$ cat config.mk
export PLATFORM = sky130hd
export DESIGN_NAME = battery_level_piecewise_linear_core
export DESIGN_NICKNAME = d
export VERILOG_FILES = /design/src/hdl/blpl_pkg.sv /design/src/hdl/blpl_seg_select.sv /design/src/hdl/blpl_interp.sv /design/src/hdl/battery_level_piecewise_linear_core.sv
export SDC_FILE = /design/constraint.sdc
export NUM_CORES = 1
export LEC_CHECK = 0
export BUFFER_PORTS_ARGS = -buffer_cell sky130_fd_sc_hd__buf_4
export CORE_MARGIN = 2
export CORE_UTILIZATION = 35
export CTS_CLUSTER_DIAMETER = 200
export DETAILED_ROUTE_END_ITERATION = 8
export PLACE_DENSITY_LB_ADDON = 0.25
export SETUP_SLACK_MARGIN = 0.05
export SYNTH_ARGS = -nofsm -noshare
export SYNTH_HDL_FRONTEND = slang
export SYNTH_SLANG_ARGS = --single-unit
$ cat constraint.sdc
create_clock -name clk -period 14.2 [get_ports clk]
set_input_delay 0.71 -clock clk [delete_from_list [all_inputs] [get_ports clk]]
set_output_delay 0.71 -clock clk [all_outputs]
set_load 0.05 [all_outputs]
$ cat src/hdl/blpl_pkg.sv
// Package: breakpoint table, per-segment constants and pipeline word types.
`timescale 1ns / 1ps
package blpl_pkg;

  // Number of breakpoints in use, clamped to 2..16
  localparam int BREAKPOINTS = 11;
  localparam int NB_USED = (BREAKPOINTS < 2) ? 2 : ((BREAKPOINTS > 16) ? 16 : BREAKPOINTS);
  localparam int NB_MAX = 16;

  // Field and datapath widths
  localparam int VW = 16;          // voltage word
  localparam int PCW = 7;          // percent word
  localparam int SEGW = 4;         // segment index
  localparam int DW = 9;           // offset inside a segment (width <= 500)
  localparam int PW = 16;          // offset times percent step
  localparam int RW = 23;          // reciprocal of segment width
  localparam int RSH = 26;         // reciprocal scale shift
  localparam int BW = PW + RW;     // full reciprocal product
  localparam int LATENCY = 5;      // start to done, in cycles

  // Breakpoints in mV, descending; entries past the eleventh repeat the bottom
  localparam logic [VW-1:0] BP [NB_MAX] = '{
    16'd1600, 16'd1405, 16'd1333, 16'd1293, 16'd1260, 16'd1232, 16'd1205, 16'd1183,
    16'd1170, 16'd1145, 16'd1100, 16'd1100, 16'd1100, 16'd1100, 16'd1100, 16'd1100
  };
  localparam logic [VW-1:0] BP_TOP = BP[0];
  localparam logic [VW-1:0] BP_BOTTOM = BP[NB_USED-1];

  // Percentage at each breakpoint
  localparam int PCT [NB_MAX] = '{
    100 - (100 * 0) / (NB_USED - 1),  100 - (100 * 1) / (NB_USED - 1),
    100 - (100 * 2) / (NB_USED - 1),  100 - (100 * 3) / (NB_USED - 1),
    100 - (100 * 4) / (NB_USED - 1),  100 - (100 * 5) / (NB_USED - 1),
    100 - (100 * 6) / (NB_USED - 1),  100 - (100 * 7) / (NB_USED - 1),
    100 - (100 * 8) / (NB_USED - 1),  100 - (100 * 9) / (NB_USED - 1),
    100 - (100 * 10) / (NB_USED - 1), 100 - (100 * 11) / (NB_USED - 1),
    100 - (100 * 12) / (NB_USED - 1), 100 - (100 * 13) / (NB_USED - 1),
    100 - (100 * 14) / (NB_USED - 1), 100 - (100 * 15) / (NB_USED - 1)
  };

  // Percent step across segment i (between breakpoint i-1 and i)
  localparam int STEP [NB_MAX] = '{
    0,                 PCT[0] - PCT[1],   PCT[1] - PCT[2],   PCT[2] - PCT[3],
    PCT[3] - PCT[4],   PCT[4] - PCT[5],   PCT[5] - PCT[6],   PCT[6] - PCT[7],
    PCT[7] - PCT[8],   PCT[8] - PCT[9],   PCT[9] - PCT[10],  PCT[10] - PCT[11],
    PCT[11] - PCT[12], PCT[12] - PCT[13], PCT[13] - PCT[14], PCT[14] - PCT[15]
  };

  // Width in mV of segment i; flat segments are never selected
  localparam int WD [NB_MAX] = '{
    1,                         int'(BP[0]) - int'(BP[1]),   int'(BP[1]) - int'(BP[2]),
    int'(BP[2]) - int'(BP[3]),   int'(BP[3]) - int'(BP[4]),   int'(BP[4]) - int'(BP[5]),
    int'(BP[5]) - int'(BP[6]),   int'(BP[6]) - int'(BP[7]),   int'(BP[7]) - int'(BP[8]),
    int'(BP[8]) - int'(BP[9]),   int'(BP[9]) - int'(BP[10]),  int'(BP[10]) - int'(BP[11]),
    int'(BP[11]) - int'(BP[12]), int'(BP[12]) - int'(BP[13]), int'(BP[13]) - int'(BP[14]),
    int'(BP[14]) - int'(BP[15])
  };

  // Rounded-up reciprocal of each width, scaled by 2^RSH; exact for products < 2^16
  localparam logic [RW-1:0] RECIP [NB_MAX] = '{
    RW'(((1 << RSH) + WD[0] - 1) / ((WD[0] == 0) ? 1 : WD[0])),
    RW'(((1 << RSH) + WD[1] - 1) / ((WD[1] == 0) ? 1 : WD[1])),
    RW'(((1 << RSH) + WD[2] - 1) / ((WD[2] == 0) ? 1 : WD[2])),
    RW'(((1 << RSH) + WD[3] - 1) / ((WD[3] == 0) ? 1 : WD[3])),
    RW'(((1 << RSH) + WD[4] - 1) / ((WD[4] == 0) ? 1 : WD[4])),
    RW'(((1 << RSH) + WD[5] - 1) / ((WD[5] == 0) ? 1 : WD[5])),
    RW'(((1 << RSH) + WD[6] - 1) / ((WD[6] == 0) ? 1 : WD[6])),
    RW'(((1 << RSH) + WD[7] - 1) / ((WD[7] == 0) ? 1 : WD[7])),
    RW'(((1 << RSH) + WD[8] - 1) / ((WD[8] == 0) ? 1 : WD[8])),
    RW'(((1 << RSH) + WD[9] - 1) / ((WD[9] == 0) ? 1 : WD[9])),
    RW'(((1 << RSH) + WD[10] - 1) / ((WD[10] == 0) ? 1 : WD[10])),
    RW'(((1 << RSH) + WD[11] - 1) / ((WD[11] == 0) ? 1 : WD[11])),
    RW'(((1 << RSH) + WD[12] - 1) / ((WD[12] == 0) ? 1 : WD[12])),
    RW'(((1 << RSH) + WD[13] - 1) / ((WD[13] == 0) ? 1 : WD[13])),
    RW'(((1 << RSH) + WD[14] - 1) / ((WD[14] == 0) ? 1 : WD[14])),
    RW'(((1 << RSH) + WD[15] - 1) / ((WD[15] == 0) ? 1 : WD[15]))
  };

  // Where a voltage falls on the curve
  typedef enum logic [1:0] {
    CLS_SEG   = 2'd0,
    CLS_FULL  = 2'd1,
    CLS_EMPTY = 2'd2
  } cls_t;

  // Word leaving the segment select stage
  typedef struct packed {
    logic            valid;
    cls_t            cls;
    logic [SEGW-1:0] seg;
    logic [VW-1:0]   volt;
  } sel_word_t;

  // Word leaving the interpolation stages
  typedef struct packed {
    logic            valid;
    cls_t            cls;
    logic [SEGW-1:0] seg;
    logic [BW-1:0]   prod;
  } interp_word_t;

endpackage

$ cat src/hdl/blpl_seg_select.sv
// Segment select stage: classifies the voltage and finds its segment.
`timescale 1ns / 1ps
module blpl_seg_select import blpl_pkg::*; (
  input  logic            clk,
  input  logic            rst,
  input  logic            in_valid,
  input  logic [VW-1:0]   volt,
  output sel_word_t       sel
);

  cls_t            cls_next;
  logic [SEGW-1:0] seg_next;

  // Pick the first breakpoint not above the voltage
  always_comb begin
    seg_next = SEGW'(NB_USED - 1);
    for (int i = NB_USED - 1; i >= 1; i--) begin
      if (BP[i] <= volt) begin
        seg_next = SEGW'(i);
      end
    end
    if (volt >= BP_TOP) begin
      cls_next = CLS_FULL;
    end else if (volt <= BP_BOTTOM) begin
      cls_next = CLS_EMPTY;
    end else begin
      cls_next = CLS_SEG;
    end
  end

  // Register the word; only the valid bit is reset
  always_ff @(posedge clk) begin
    if (rst) begin
      sel.valid <= 1'b0;
    end else begin
      sel.valid <= in_valid;
    end
    sel.cls  <= cls_next;
    sel.seg  <= seg_next;
    sel.volt <= volt;
  end

endmodule

$ cat src/hdl/blpl_interp.sv
// Interpolation stages: segment offset, scale by step, divide by width via reciprocal.
`timescale 1ns / 1ps
module blpl_interp import blpl_pkg::*; (
  input  logic         clk,
  input  logic         rst,
  input  sel_word_t    sel,
  output interp_word_t res
);

  // Offset stage
  logic            off_valid;
  cls_t            off_cls;
  logic [SEGW-1:0] off_seg;
  logic [DW-1:0]   off_d;
  logic [VW-1:0]   diff;

  // Scale stage
  logic            scl_valid;
  cls_t            scl_cls;
  logic [SEGW-1:0] scl_seg;
  logic [PW-1:0]   scl_prod;
  logic [PCW-1:0]  step_sel;

  assign diff = sel.volt - BP[sel.seg];
  assign step_sel = PCW'(STEP[off_seg]);

  // Valid bits advance every cycle
  always_ff @(posedge clk) begin
    if (rst) begin
      off_valid <= 1'b0;
      scl_valid <= 1'b0;
    end else begin
      off_valid <= sel.valid;
      scl_valid <= off_valid;
    end
  end

  // Offset above the lower breakpoint, below the segment width
  always_ff @(posedge clk) begin
    off_cls <= sel.cls;
    off_seg <= sel.seg;
    off_d   <= diff[DW-1:0];
  end

  // Scale the offset by the percent step
  always_ff @(posedge clk) begin
    scl_cls  <= off_cls;
    scl_seg  <= off_seg;
    scl_prod <= PW'(off_d) * PW'(step_sel);
  end

  // Multiply by the width reciprocal; the shift follows in the output stage
  always_ff @(posedge clk) begin
    if (rst) begin
      res.valid <= 1'b0;
    end else begin
      res.valid <= scl_valid;
    end
    res.cls  <= scl_cls;
    res.seg  <= scl_seg;
    res.prod <= BW'(scl_prod) * BW'(RECIP[scl_seg]);
  end

endmodule

$ cat src/hdl/battery_level_piecewise_linear_core.sv
// Top level: battery voltage to remaining-capacity percent, five-stage pipeline.
//
//   channel   ports                      handshake              dir
//   -------   -------------------------  ---------------------  ---
//   command   start, busy, voltage_mv    start & !busy          in
//   result    done, percent              done, one cycle        out
//
// One word is taken every cycle; busy is never raised.
// Each result appears on done in the order of its start.
// The depth is set by the segment compare, offset subtract, step multiply,
// reciprocal multiply and final shift-and-add, one register stage each.
// Synchronous reset clears all valid bits; words in flight are dropped.
// The receiver cannot stall, so the pipeline never holds.
`timescale 1ns / 1ps
module battery_level_piecewise_linear_core import blpl_pkg::*; (
  input  logic           clk,
  input  logic           rst,
  input  logic           start,
  output logic           busy,
  input  logic [VW-1:0]  voltage_mv,
  output logic           done,
  output logic [PCW-1:0] percent
);

  sel_word_t      sel;
  interp_word_t   res;
  logic [PCW-1:0] quot;
  logic [PCW-1:0] pct_next;

  assign busy = 1'b0;

  blpl_seg_select u_select (
    .clk      (clk),
    .rst      (rst),
    .in_valid (start),
    .volt     (voltage_mv),
    .sel      (sel)
  );

  blpl_interp u_interp (
    .clk (clk),
    .rst (rst),
    .sel (sel),
    .res (res)
  );

  // Drop the reciprocal scale and add the base percentage
  assign quot = res.prod[RSH +: PCW];

  always_comb begin
    case (res.cls)
      CLS_FULL:  pct_next = PCW'(100);
      CLS_EMPTY: pct_next = '0;
      default:   pct_next = PCW'(PCT[res.seg]) + quot;
    endcase
  end

  // Output register
  always_ff @(posedge clk) begin
    if (rst) begin
      done <= 1'b0;
    end else begin
      done <= res.valid;
    end
    percent <= pct_next;
  end

endmodule

==> metrics.txt, run 1 <==
# TYPE chip_impl_metric gauge
chip_impl_metric{name="synthesis.area",unit="um2"} 12900
chip_impl_metric{name="synth_warnings",unit=""} 0
chip_impl_metric{name="setup_viol",unit=""} 0
chip_impl_info{name="post-synth-top-area-cell",value="sky130_fd_sc_hd__fa_1"} 1
chip_impl_metric{name="final.fill_count",unit=""} 3702
chip_impl_metric{name="first_pass_iters",unit=""} 6
chip_impl_metric{name="post-cts-setup-buffers",unit=""} 0
chip_impl_metric{name="ys_seq_elements",unit=""} 74
chip_impl_metric{name="cts_htree_levels",unit=""} 3
chip_impl_metric{name="floorplan.initialDensity",unit="%"} 35.4
chip_impl_metric{name="synth-xor-area-share",unit="%"} 2.37
chip_impl_metric{name="nNetsFinal",unit=""} 1864
chip_impl_metric{name="ys_types",unit=""} 59
chip_impl_metric{name="worst_setup_hold_path_clk_slew",unit="ps"} 60
chip_impl_metric{name="hold_fix_buffers_at_cts",unit=""} 0
chip_impl_metric{name="port_bufs",unit=""} 26
chip_impl_metric{name="required",unit="ps"} 14420
chip_impl_info{name="dominant_combinational_cell_family_by_area_after_synthesis",value="adder cells"} 1
chip_impl_metric{name="ios",unit=""} 28
chip_impl_info{name="min_delay_path_class",value="flip-flop to flip-flop"} 1
chip_impl_info{name="setup.worst_path.start_class",value="flip-flop"} 1
chip_impl_metric{name="final_design_area_no_fill",unit="um2"} 13900
chip_impl_metric{name="setup_total_negative_slack",unit="ps"} 0
chip_impl_metric{name="cts.sinks",unit=""} 74
chip_impl_metric{name="max_freq",unit="MHz"} 120
chip_impl_metric{name="crit_fanout",unit=""} 23
chip_impl_metric{name="cts-resized-gates",unit=""} 0
chip_impl_metric{name="cts-buffers-inserted",unit=""} 9
chip_impl_metric{name="max_cap_viol_count",unit=""} 0
chip_impl_metric{name="dieArea",unit="um2"} 38500
chip_impl_metric{name="drc_errors",unit=""} 0
chip_impl_metric{name="synth-simple-area-share",unit="%"} 16.4
chip_impl_metric{name="placement_rows",unit=""} 70
chip_impl_metric{name="synth_area_per_cell",unit="um2"} 8.89
chip_impl_metric{name="hold_viol_final",unit=""} 0
chip_impl_info{name="slowest_stage",value="sky130_fd_sc_hd__dfxtp_1"} 1
chip_impl_info{name="synth_top_cells_by_area",value="sky130_fd_sc_hd__fa_1, sky130_fd_sc_hd__ha_1, sky130_fd_sc_hd__dfxtp_1, sky130_fd_sc_hd__inv_1, sky130_fd_sc_hd__and2_1"} 1
chip_impl_metric{name="grt_pass1_vias",unit=""} 10300
chip_impl_metric{name="finalCriticalPeriod",unit="ps"} 8300
chip_impl_metric{name="synth_compound_gate_area_share",unit="%"} 6.76
chip_impl_metric{name="final.setup_skew",unit="ps"} 11.4
chip_impl_metric{name="yosysTopAreaCellShare",unit="%"} 35.2
chip_impl_metric{name="post_route_cells_drive_above_1_share",unit="%"} 5.22
chip_impl_metric{name="cts-root-to-sink-buffers",unit=""} 2
chip_impl_metric{name="final_cycle_share",unit="%"} 58.5
chip_impl_metric{name="number_of_antenna_violations_at_the_first_check_in_global_routing",unit=""} 1
chip_impl_metric{name="number_of_instances_in_the_synthesized_netlist",unit=""} 1454
chip_impl_metric{name="number_of_enable_type_register_cells_in_the_synthesized_netlist",unit=""} 0
chip_impl_metric{name="drt_iter0_markers",unit=""} 470
chip_impl_metric{name="viasPerCell",unit=""} 4.78
chip_impl_metric{name="synth_mux_area_share",unit="%"} 0.387
chip_impl_metric{name="gr-total-overflow",unit=""} 0
chip_impl_info{name="status",value="complete, no violations"} 1
chip_impl_metric{name="syn_to_final_growth",unit="%"} 7.73
chip_impl_metric{name="timing.slew.headroom",unit="%"} 8.66
chip_impl_metric{name="chipWidth",unit="um"} 196
chip_impl_metric{name="grt_use_total",unit="%"} 17.6
chip_impl_metric{name="antenna_cells",unit=""} 0
chip_impl_metric{name="syn-num-nets",unit=""} 1867
chip_impl_metric{name="avgRoutedWirePerCell",unit="um"} 16.1
chip_impl_info{name="rsz0062_at_grt",value="no"} 1
chip_impl_metric{name="post_synth_fa_ha_maj_area_fraction",unit="%"} 51.3
chip_impl_metric{name="drt-total-wl",unit="mm"} 30.9
chip_impl_metric{name="seq_area_frac_synth",unit="%"} 11.5
chip_impl_metric{name="die_h",unit="um"} 196
chip_impl_metric{name="gp_congestion",unit=""} 0.830
chip_impl_metric{name="grt_max_degree",unit=""} 24
chip_impl_info{name="endpoint_kind",value="flip-flop"} 1
chip_impl_metric{name="cp_slowest_stage_delay",unit="ps"} 800
chip_impl_info{name="tritoncts",value="done"} 1
chip_impl_metric{name="slew_viol_final",unit=""} 0
chip_impl_info{name="clk_root_buffer_cell",value="sky130_fd_sc_hd__clkbuf_16"} 1
chip_impl_metric{name="global_route_wire_length_before_repair",unit="mm"} 53.6
chip_impl_metric{name="ant_nets_after_route",unit=""} 0
chip_impl_metric{name="postPlaceCellArea",unit="um2"} 13600
chip_impl_info{name="worst-setup-path-type",value="flip-flop to flip-flop"} 1
chip_impl_metric{name="fp.coreArea",unit="um2"} 36500
chip_impl_metric{name="worstMarginPinSlew",unit="ps"} 1370
chip_impl_metric{name="post-dp-hpwl",unit="mm"} 24.9
chip_impl_metric{name="critPathArrivalTime",unit="ps"} 8520
chip_impl_info{name="postSynth.topFlopCell",value="sky130_fd_sc_hd__dfxtp_1"} 1
chip_impl_metric{name="synth-async-reset-ratio",unit="%"} 0
chip_impl_info{name="critical_path.cell_chain",value="clkinv_1 -> nor2_1 -> nand2_1 -> o21a_1 -> and2_1 -> fa_1 -> inv_1 -> fa_1 -> inv_1 -> fa_1 -> inv_1 -> fa_1 -> inv_1 -> fa_1 -> inv_1 -> fa_1 -> inv_1 -> ha_1 -> a21o_1 -> a221oi_1 -> a211oi_1 -> o21ai_0 -> a21oi_1 -> xor2_1"} 1
chip_impl_metric{name="via_count",unit=""} 9193
chip_impl_metric{name="clock_latency",unit="ps"} 330
flip-flops by register name, indices dropped and copies added, names as in the netlist, 2 cells and up:
register	cells
u_interp.scl_cls	2
u_interp.off_seg	4
u_select.sel	16
u_interp.res	14
u_interp.scl_prod	13
percent	7
u_interp.off_d	9
u_interp.off_cls	2
u_interp.scl_seg	4
routing by layer:
| layer | part of all wire [%] | GRT usage [%] |
|---|---|---|
| met1 | 47 | 23.7 |
| met2 | 48 | 30.7 |
| met3 | 2.7 | 1.15 |
| met5 | 0 | 0 |
| met4 | 2.4 | 4.83 |
kinds of logic (layout without fill, tap and decap cells):
group | after synthesis | count (layout)
flip-flops | 74 | 74
buffers and inverters | 382 | 384
adder cells (fa/ha/maj) | 394 | 394
AO/OA/AOI/OAI | 139 | 139
multiplexers | 5 | 5
AND/OR/NAND/NOR | 424 | 424
other | 1 | 1
XOR/XNOR | 35 | 35
worst max-delay path: cells and delay by family (launching register included):
kind | cells | cell delay [ps]
adders and majority gates | 7 | 3310
AOI/OAI and AO/OA | 6 | 2190
and+or+nand+nor | 3 | 860
buffers and inverters | 7 | 830
DFF | 1 | 800
xor gates and xnor gates | 1 | 170
final cells by class:
type                    count  area, um2  share of cell area, %
clock buffers               9        225                   1.62
clock inverters             7       83.8                  0.602
inverters                 322       1210                   8.68
multi-input cells         998       9990                   71.8
flip-flops and latches     74       1480                   10.6
well taps                 468        586                   4.21
repair buffers             46        345                   2.48
synth_stat cells (all sizes together), types with 3 or more instances:
library cell and instances:
dfxtp 74, a211o 4, xor2 13, a21o 7, ha 167, nor4 6, a221oi 4, or2 6
a22oi 3, o21a 6, o21ai 35, nor3 5, buf 6, mux2i 5, nor2b 23, and2 131
fa 227, nor2 34, nor4b 3, a21oi 45, clkbuf 54, inv 321, a31oi 3, nand2b 12
xnor2 22, o31ai 5, nand3 7, nand2 183, nand4 6, o21bai 3, a211oi 7
through the flow:
stage / cells / worst slack, ps / utilization, % / hold WS, ps
2_1_floorplan: 1454 / 7550 / - / 310
3_3_place_gp: 1908 / 6090 / 37.3 / 313
3_5_place_dp: 1908 / 6080 / 37.3 / 314
4_1_cts: 1924 / 6060 / 38.1 / 327
5_1_grt: 1924 / 5410 / 38.1 / 328
6_report: 1924 / 5900 / 38.1 / 324
final timing paths:
path	slack, ps	cells past startpoint	start	endpoint
max	5900	24	u_interp.scl_seg[3]	u_interp.res[29]
min	320	0	u_select.sel[20]	u_interp.off_cls[0]
max reg2reg	5900	24	u_interp.scl_seg[3]	u_interp.res[29]
min reg2reg	320	0	u_select.sel[20]	u_interp.off_cls[0]
layout by cell type (no fill, tap or decap), types with 12 or more instances in the layout:
cell type	Yosys	routed
sky130_fd_sc_hd__xor2_1	13	13
sky130_fd_sc_hd__dfxtp_1	74	74
sky130_fd_sc_hd__nor2b_1	23	23
sky130_fd_sc_hd__ha_1	167	167
sky130_fd_sc_hd__nand2_1	183	183
sky130_fd_sc_hd__fa_1	227	227
sky130_fd_sc_hd__buf_4	2	46
sky130_fd_sc_hd__o21ai_0	33	32
sky130_fd_sc_hd__nor2_1	33	33
sky130_fd_sc_hd__a21oi_1	45	45
sky130_fd_sc_hd__nand2b_1	12	12
sky130_fd_sc_hd__xnor2_1	22	22
sky130_fd_sc_hd__inv_1	321	321
sky130_fd_sc_hd__and2_1	130	130
Power of run 1 is not shown: default switching activity piles up to over one toggle a cycle in this logic, so the estimate is an artifact.
==> run 2, diff against run 1 <==
==> constraint.sdc (replaced) <==
create_clock -name clk -period 7.15 [get_ports clk]
set_input_delay 0.3575 -clock clk [delete_from_list [all_inputs] [get_ports clk]]
set_output_delay 0.3575 -clock clk [all_outputs]
set_load 0.05 [all_outputs]
==> metrics.txt, run 2 (same netlist as run 1, synthesis figures left out) <==
# TYPE chip_impl_metric gauge
chip_impl_info{name="status",value="complete, no violations"} 1
chip_impl_metric{name="largest_reg_flops",unit=""} 16
chip_impl_metric{name="grt_pass1_vias",unit=""} 10300
chip_impl_metric{name="final_cycle_share",unit="%"} 95.5
chip_impl_info{name="cpLargestDelayFamily",value="adder cells"} 1
chip_impl_metric{name="fp.coreArea",unit="um2"} 36500
chip_impl_info{name="setup.worst_path.start_class",value="flip-flop"} 1
chip_impl_metric{name="finalCriticalPeriod",unit="ps"} 6830
chip_impl_info{name="hp-start",value="voltage_mv[0]"} 1
chip_impl_metric{name="avgRoutedWirePerCell",unit="um"} 16.3
chip_impl_metric{name="timing.slew.headroom",unit="%"} 36.7
chip_impl_metric{name="die_h",unit="um"} 196
chip_impl_metric{name="grt_use_total",unit="%"} 17.7
chip_impl_metric{name="met2_usage",unit="%"} 31.0
chip_impl_metric{name="ant_nets_after_route",unit=""} 0
chip_impl_info{name="final_common_cell",value="sky130_fd_sc_hd__inv_1"} 1
chip_impl_info{name="regToRegStartpoint",value="u_interp.scl_seg[1]"} 1
chip_impl_metric{name="syn_to_final_growth",unit="%"} 9.95
chip_impl_metric{name="antenna_cells",unit=""} 0
chip_impl_info{name="r2r-end",value="u_interp.res[30]"} 1
chip_impl_metric{name="cp_slowest_stage_delay",unit="ps"} 560
chip_impl_metric{name="regToRegSetupSlack",unit="ps"} 320
chip_impl_metric{name="viasPerCell",unit=""} 4.80
chip_impl_info{name="min_delay_endpoint",value="u_select.sel[0]"} 1
chip_impl_metric{name="gr-total-overflow",unit=""} 0
chip_impl_metric{name="number_of_antenna_violations_at_the_first_check_in_global_routing",unit=""} 0
chip_impl_metric{name="drt-total-wl",unit="mm"} 31.9
chip_impl_metric{name="worst-path-buf-inv",unit=""} 6
chip_impl_metric{name="gp_congestion",unit=""} 0.861
chip_impl_metric{name="worstMarginPinSlew",unit="ps"} 948
chip_impl_metric{name="critPathArrivalTime",unit="ps"} 7100
chip_impl_metric{name="crit_fanout",unit=""} 7
chip_impl_metric{name="global_route_wire_length_before_repair",unit="mm"} 53.6
chip_impl_info{name="slowest_stage",value="sky130_fd_sc_hd__fa_1"} 1
chip_impl_metric{name="chipWidth",unit="um"} 196
chip_impl_metric{name="dieArea",unit="um2"} 38500
chip_impl_info{name="worst-setup-path-type",value="flip-flop to flip-flop"} 1
chip_impl_metric{name="clock_latency",unit="ps"} 340
chip_impl_info{name="cpMostUsedCell",value="sky130_fd_sc_hd__fa_1"} 1
chip_impl_metric{name="max_cap_viol_count",unit=""} 0
chip_impl_metric{name="ios",unit=""} 28
chip_impl_metric{name="cts-buffers-inserted",unit=""} 9
chip_impl_metric{name="hold_fix_buffers_at_cts",unit=""} 0
chip_impl_metric{name="port_bufs",unit=""} 26
chip_impl_info{name="endpoint_kind",value="flip-flop"} 1
chip_impl_metric{name="cts-root-to-sink-buffers",unit=""} 2
chip_impl_info{name="min_delay_path_class",value="primary input to flip-flop"} 1
chip_impl_info{name="worst_setup_path_startpoint",value="u_interp.scl_seg[1]"} 1
chip_impl_metric{name="setup_total_negative_slack",unit="ps"} 0
chip_impl_metric{name="required",unit="ps"} 7420
chip_impl_metric{name="final.fill_count",unit=""} 3740
chip_impl_metric{name="drt_iter0_markers",unit=""} 473
chip_impl_metric{name="first_pass_iters",unit=""} 4
chip_impl_info{name="rsz0062_at_grt",value="yes"} 1
chip_impl_metric{name="drc_errors",unit=""} 0
chip_impl_info{name="clk_root_buffer_cell",value="sky130_fd_sc_hd__clkbuf_16"} 1
chip_impl_metric{name="hold_viol_final",unit=""} 0
chip_impl_metric{name="final.setup_skew",unit="ps"} 10.0
chip_impl_metric{name="groute.layer.met1.usage",unit="%"} 23.3
chip_impl_metric{name="placement_rows",unit=""} 70
chip_impl_info{name="critical_path.cell_chain",value="inv_1 -> ha_1 -> a21oi_1 -> a2bb2oi_2 -> and2_1 -> inv_1 -> fa_1 -> fa_1 -> fa_1 -> inv_1 -> fa_1 -> fa_1 -> inv_1 -> fa_1 -> inv_1 -> ha_1 -> nand4_1 -> nor4_2 -> nand3_1 -> a211oi_2 -> o21ai_0 -> buf_4 -> a21oi_1 -> xor2_1"} 1
chip_impl_metric{name="grt_max_degree",unit=""} 23
chip_impl_metric{name="slew_viol_final",unit=""} 0
chip_impl_metric{name="cts_htree_levels",unit=""} 3
chip_impl_info{name="mostFrequentLayoutCells",value="sky130_fd_sc_hd__inv_1, sky130_fd_sc_hd__fa_1, sky130_fd_sc_hd__nand2_1"} 1
chip_impl_metric{name="cts.sinks",unit=""} 74
chip_impl_metric{name="worst_setup_hold_path_clk_slew",unit="ps"} 70
chip_impl_metric{name="nNetsFinal",unit=""} 1895
chip_impl_metric{name="reg2regPathDepth",unit=""} 24
chip_impl_metric{name="hold-path-cell-count",unit=""} 1
chip_impl_metric{name="post-cts-setup-buffers",unit=""} 0
chip_impl_metric{name="via_count",unit=""} 9375
chip_impl_metric{name="max_freq",unit="MHz"} 146
chip_impl_info{name="grt_busiest_layer",value="met2"} 1
chip_impl_info{name="largestRegisters",value="u_select.sel: 16 flops, u_interp.res: 14 flops, u_interp.scl_prod: 13 flops"} 1
chip_impl_metric{name="setup_viol",unit=""} 0
chip_impl_info{name="largest-register",value="u_select.sel"} 1
chip_impl_metric{name="grt.met3_usage",unit="%"} 2.22
chip_impl_metric{name="post_route_cells_drive_above_1_share",unit="%"} 8.07
chip_impl_info{name="tritoncts",value="done"} 1
chip_impl_metric{name="floorplan.initialDensity",unit="%"} 35.4
chip_impl_metric{name="post-dp-hpwl",unit="mm"} 26.3
run 2: routing by layer:
metal | share of wire, % | vias up
met5 | 0 | -
met4 | 1.5 | 0
met3 | 4.5 | 36
met2 | 49 | 217
met1 | 45 | 4668
li1 | - | 4454
run 2: what timing repair did:
action | 4_1_cts | 5_1_grt
resized for setup | 1 | 13
pin swaps | 0 | 1
endpoints found under the setup margin | 2 | 7
run 2: worst max path at each step:
stage / endpoint / slack (ps) / cells after the start
after global routing: u_interp.res[29] / -50 / 25
after CTS: u_interp.res[30] / 140 / 22
after floorplan: u_interp.res[29] / 500 / 24
final: u_interp.res[30] / 320 / 24
after detailed placement: u_interp.res[31] / 20 / 23
after global placement: u_interp.res[31] / 50 / 21
run 2: per-stage QoR:
step,cell area (um2),instances,worst slack [ps],util [%],hold WS (ps)
floorplan,12900,1454,500,-,310
global placement,13800,1939,47.1,37.9,315
detailed placement,13800,1939,18.1,37.9,315
CTS,14200,1955,138,38.8,136
global route,14200,1955,-47.0,38.9,143
finish,14200,1955,319,38.9,154
run 2: layout make-up:
type	count	area, um2	share of cell area (%)
Multi-Input combinational cell	998	10000	70.7
Timing Repair Buffer	77	578	4.07
Clock inverter	7	85.1	0.599
Tap cell	468	586	4.12
Inverter	322	1210	8.51
Sequential cell	74	1480	10.4
Clock buffer	9	225	1.59
Power of run 2 is left out for the same reason.
==> run 3, diff against run 2 <==
--- a/config.mk
+++ b/config.mk
@@ -5,11 +5,11 @@
 export SDC_FILE = /design/constraint.sdc
 export NUM_CORES = 1
 export LEC_CHECK = 0
-export BUFFER_PORTS_ARGS = -buffer_cell sky130_fd_sc_hd__buf_4
 export CORE_MARGIN = 2
 export CORE_UTILIZATION = 35
 export CTS_CLUSTER_DIAMETER = 200
 export DETAILED_ROUTE_END_ITERATION = 8
+export DONT_BUFFER_PORTS = 1
 export PLACE_DENSITY_LB_ADDON = 0.25
 export SETUP_SLACK_MARGIN = 0.05
 export SYNTH_ARGS = -nofsm -noshare
==> metrics.txt, run 3 (same netlist as run 1, synthesis figures left out) <==
# TYPE chip_impl_metric gauge
chip_impl_metric{name="final.fill_count",unit=""} 3711
chip_impl_info{name="cpLargestDelayFamily",value="adder cells"} 1
chip_impl_metric{name="syn_to_final_growth",unit="%"} 8.44
chip_impl_metric{name="sequential_cell_area",unit="um2"} 1480
chip_impl_metric{name="critPathArrivalTime",unit="ps"} 7080
chip_impl_metric{name="global_route_wire_length_before_repair",unit="mm"} 53.5
chip_impl_metric{name="grt_max_degree",unit=""} 24
chip_impl_metric{name="clock_latency",unit="ps"} 340
chip_impl_metric{name="dieArea",unit="um2"} 38500
chip_impl_metric{name="cp_slowest_stage_delay",unit="ps"} 550
chip_impl_metric{name="worst-path-buf-inv",unit=""} 7
chip_impl_info{name="mostFrequentLayoutCells",value="sky130_fd_sc_hd__inv_1, sky130_fd_sc_hd__fa_1, sky130_fd_sc_hd__nand2_1"} 1
chip_impl_info{name="worst-setup-path-type",value="flip-flop to flip-flop"} 1
chip_impl_metric{name="setup_total_negative_slack",unit="ps"} 0
chip_impl_metric{name="nNetsFinal",unit=""} 1869
chip_impl_metric{name="ant_nets_after_route",unit=""} 0
chip_impl_info{name="setup.worst_path.start_class",value="flip-flop"} 1
chip_impl_info{name="regToRegStartpoint",value="u_interp.scl_seg[0]"} 1
chip_impl_metric{name="finalCriticalPeriod",unit="ps"} 6850
chip_impl_metric{name="first_pass_iters",unit=""} 5
chip_impl_metric{name="stages_on_worst_setup_path",unit=""} 24
chip_impl_metric{name="final.setup_skew",unit="ps"} 14.7
chip_impl_info{name="slowest_stage",value="sky130_fd_sc_hd__fa_1"} 1
chip_impl_metric{name="slew_viol_final",unit=""} 0
chip_impl_info{name="clk_root_buffer_cell",value="sky130_fd_sc_hd__clkbuf_16"} 1
chip_impl_metric{name="via_count",unit=""} 9258
chip_impl_metric{name="gp_congestion",unit=""} 0.860
chip_impl_metric{name="grt_pass1_vias",unit=""} 10200
chip_impl_info{name="largestRegisters",value="u_select.sel: 16 flops, u_interp.res: 14 flops, u_interp.scl_prod: 13 flops"} 1
chip_impl_metric{name="required",unit="ps"} 7370
chip_impl_metric{name="port_bufs",unit=""} 0
chip_impl_metric{name="cts_htree_levels",unit=""} 3
chip_impl_metric{name="placement_rows",unit=""} 70
chip_impl_metric{name="largest_reg_flops",unit=""} 16
chip_impl_metric{name="max_freq",unit="MHz"} 146
chip_impl_metric{name="ios",unit=""} 28
chip_impl_metric{name="cts-buffers-inserted",unit=""} 9
chip_impl_info{name="hp-start",value="voltage_mv[0]"} 1
chip_impl_metric{name="timing.slew.headroom",unit="%"} 35.1
chip_impl_info{name="critical_path.cell_chain",value="inv_1 -> ha_1 -> a21oi_1 -> a2bb2oi_2 -> buf_4 -> and2_1 -> inv_1 -> fa_1 -> fa_1 -> fa_1 -> inv_1 -> fa_1 -> fa_1 -> inv_1 -> fa_1 -> inv_1 -> ha_1 -> nand4_1 -> nor4_2 -> nand3_2 -> buf_4 -> o31ai_2 -> o32ai_1 -> xnor2_1"} 1
chip_impl_info{name="endpoint_kind",value="flip-flop"} 1
chip_impl_metric{name="hold-path-cell-count",unit=""} 0
chip_impl_metric{name="chipWidth",unit="um"} 196
chip_impl_info{name="status",value="complete, no violations"} 1
chip_impl_metric{name="avgRoutedWirePerCell",unit="um"} 16.5
chip_impl_metric{name="die_h",unit="um"} 196
chip_impl_metric{name="worst_setup_hold_path_clk_slew",unit="ps"} 70
chip_impl_info{name="largest-register",value="u_select.sel"} 1
chip_impl_metric{name="number_of_antenna_violations_at_the_first_check_in_global_routing",unit=""} 1
chip_impl_metric{name="drt-total-wl",unit="mm"} 31.8
chip_impl_metric{name="regToRegSetupSlack",unit="ps"} 300
chip_impl_metric{name="gr-total-overflow",unit=""} 0
chip_impl_metric{name="worstMarginPinSlew",unit="ps"} 972
chip_impl_metric{name="post-dp-hpwl",unit="mm"} 25.7
chip_impl_metric{name="max_cap_viol_count",unit=""} 0
chip_impl_info{name="rsz0062_at_grt",value="no"} 1
chip_impl_metric{name="reg2regPathDepth",unit=""} 24
chip_impl_info{name="worst_setup_path_startpoint",value="u_interp.scl_seg[0]"} 1
chip_impl_metric{name="cts.sinks",unit=""} 74
chip_impl_metric{name="cts-root-to-sink-buffers",unit=""} 2
chip_impl_metric{name="crit_fanout",unit=""} 5
chip_impl_metric{name="post_route_cells_drive_above_1_share",unit="%"} 6.50
chip_impl_info{name="min_delay_path_class",value="primary input to flip-flop"} 1
chip_impl_metric{name="drc_errors",unit=""} 0
chip_impl_info{name="final_common_cell",value="sky130_fd_sc_hd__inv_1"} 1
chip_impl_metric{name="fp.coreArea",unit="um2"} 36500
chip_impl_metric{name="setup_viol",unit=""} 0
chip_impl_metric{name="final_cycle_share",unit="%"} 95.9
chip_impl_metric{name="multi_input_area",unit="um2"} 10000
chip_impl_info{name="tritoncts",value="done"} 1
chip_impl_metric{name="grt_use_total",unit="%"} 17.7
chip_impl_metric{name="antenna_cells",unit=""} 0
chip_impl_metric{name="viasPerCell",unit=""} 4.80
chip_impl_metric{name="hold_viol_final",unit=""} 0
chip_impl_info{name="cpMostUsedCell",value="sky130_fd_sc_hd__fa_1"} 1
chip_impl_metric{name="drt_iter0_markers",unit=""} 518
chip_impl_metric{name="floorplan.initialDensity",unit="%"} 35.4
run 3: stage by stage:
step                      hold slack [ps]  instances  setup WS (ps)  area (um2)  util [%]
final                                38.9       1929            296       14000      38.4
after global routing                 20.4       1929           3.16       14000      38.4
after CTS                            26.3       1927            218       13900      38.2
after detailed placement              319       1911            232       13600      37.3
after global placement                314       1911            298       13600      37.3
after floorplan                       310       1454            500       12900         -
run 3: worst paths after layout:
check	end
worst max-delay path	u_interp.res[31]
worst min-delay path	u_select.sel[0]
worst max register to register	u_interp.res[31]
worst min register to register	u_interp.res[43]
run 3: repair_timing:
item                                    in CTS  in global routing
endpoints found under the setup margin       0                  6
buffers inserted                             0                  2
gates resized for setup                      0                 16
hold buffers                                 0                  0
run 3: layer usage:
metal	track usage [%]	part of all wire [%]	vias up
met3	1.94	3.3	17
met1	24.2	47	4683
met4	3.03	1.2	0
li1	-	-	4404
met2	30.8	48	154
met5	0	0	-
run 3: final cells by class:
| type | instances | area share (%) |
|---|---|---|
| Multi-Input combinational cell | 998 | 71.7 |
| Sequential cell | 74 | 10.6 |
| Inverter | 322 | 8.63 |
| Tap cell | 468 | 4.18 |
| Timing Repair Buffer | 51 | 2.73 |
| Clock buffer | 9 | 1.61 |
| Clock inverter | 7 | 0.589 |
run 3: worst register-to-register path, delay by kind of cell, from the launching register on:
| kind | cells | cell delay [ps] |
|---|---|---|
| buffers and inverters | 7 | 640 |
| and+or+nand+nor | 4 | 870 |
| adders and majority gates | 8 | 3790 |
| DFF | 1 | 330 |
| xor gates and xnor gates | 1 | 140 |
| AOI/OAI and AO/OA | 4 | 980 |
Power of run 3 is left out for the same reason.
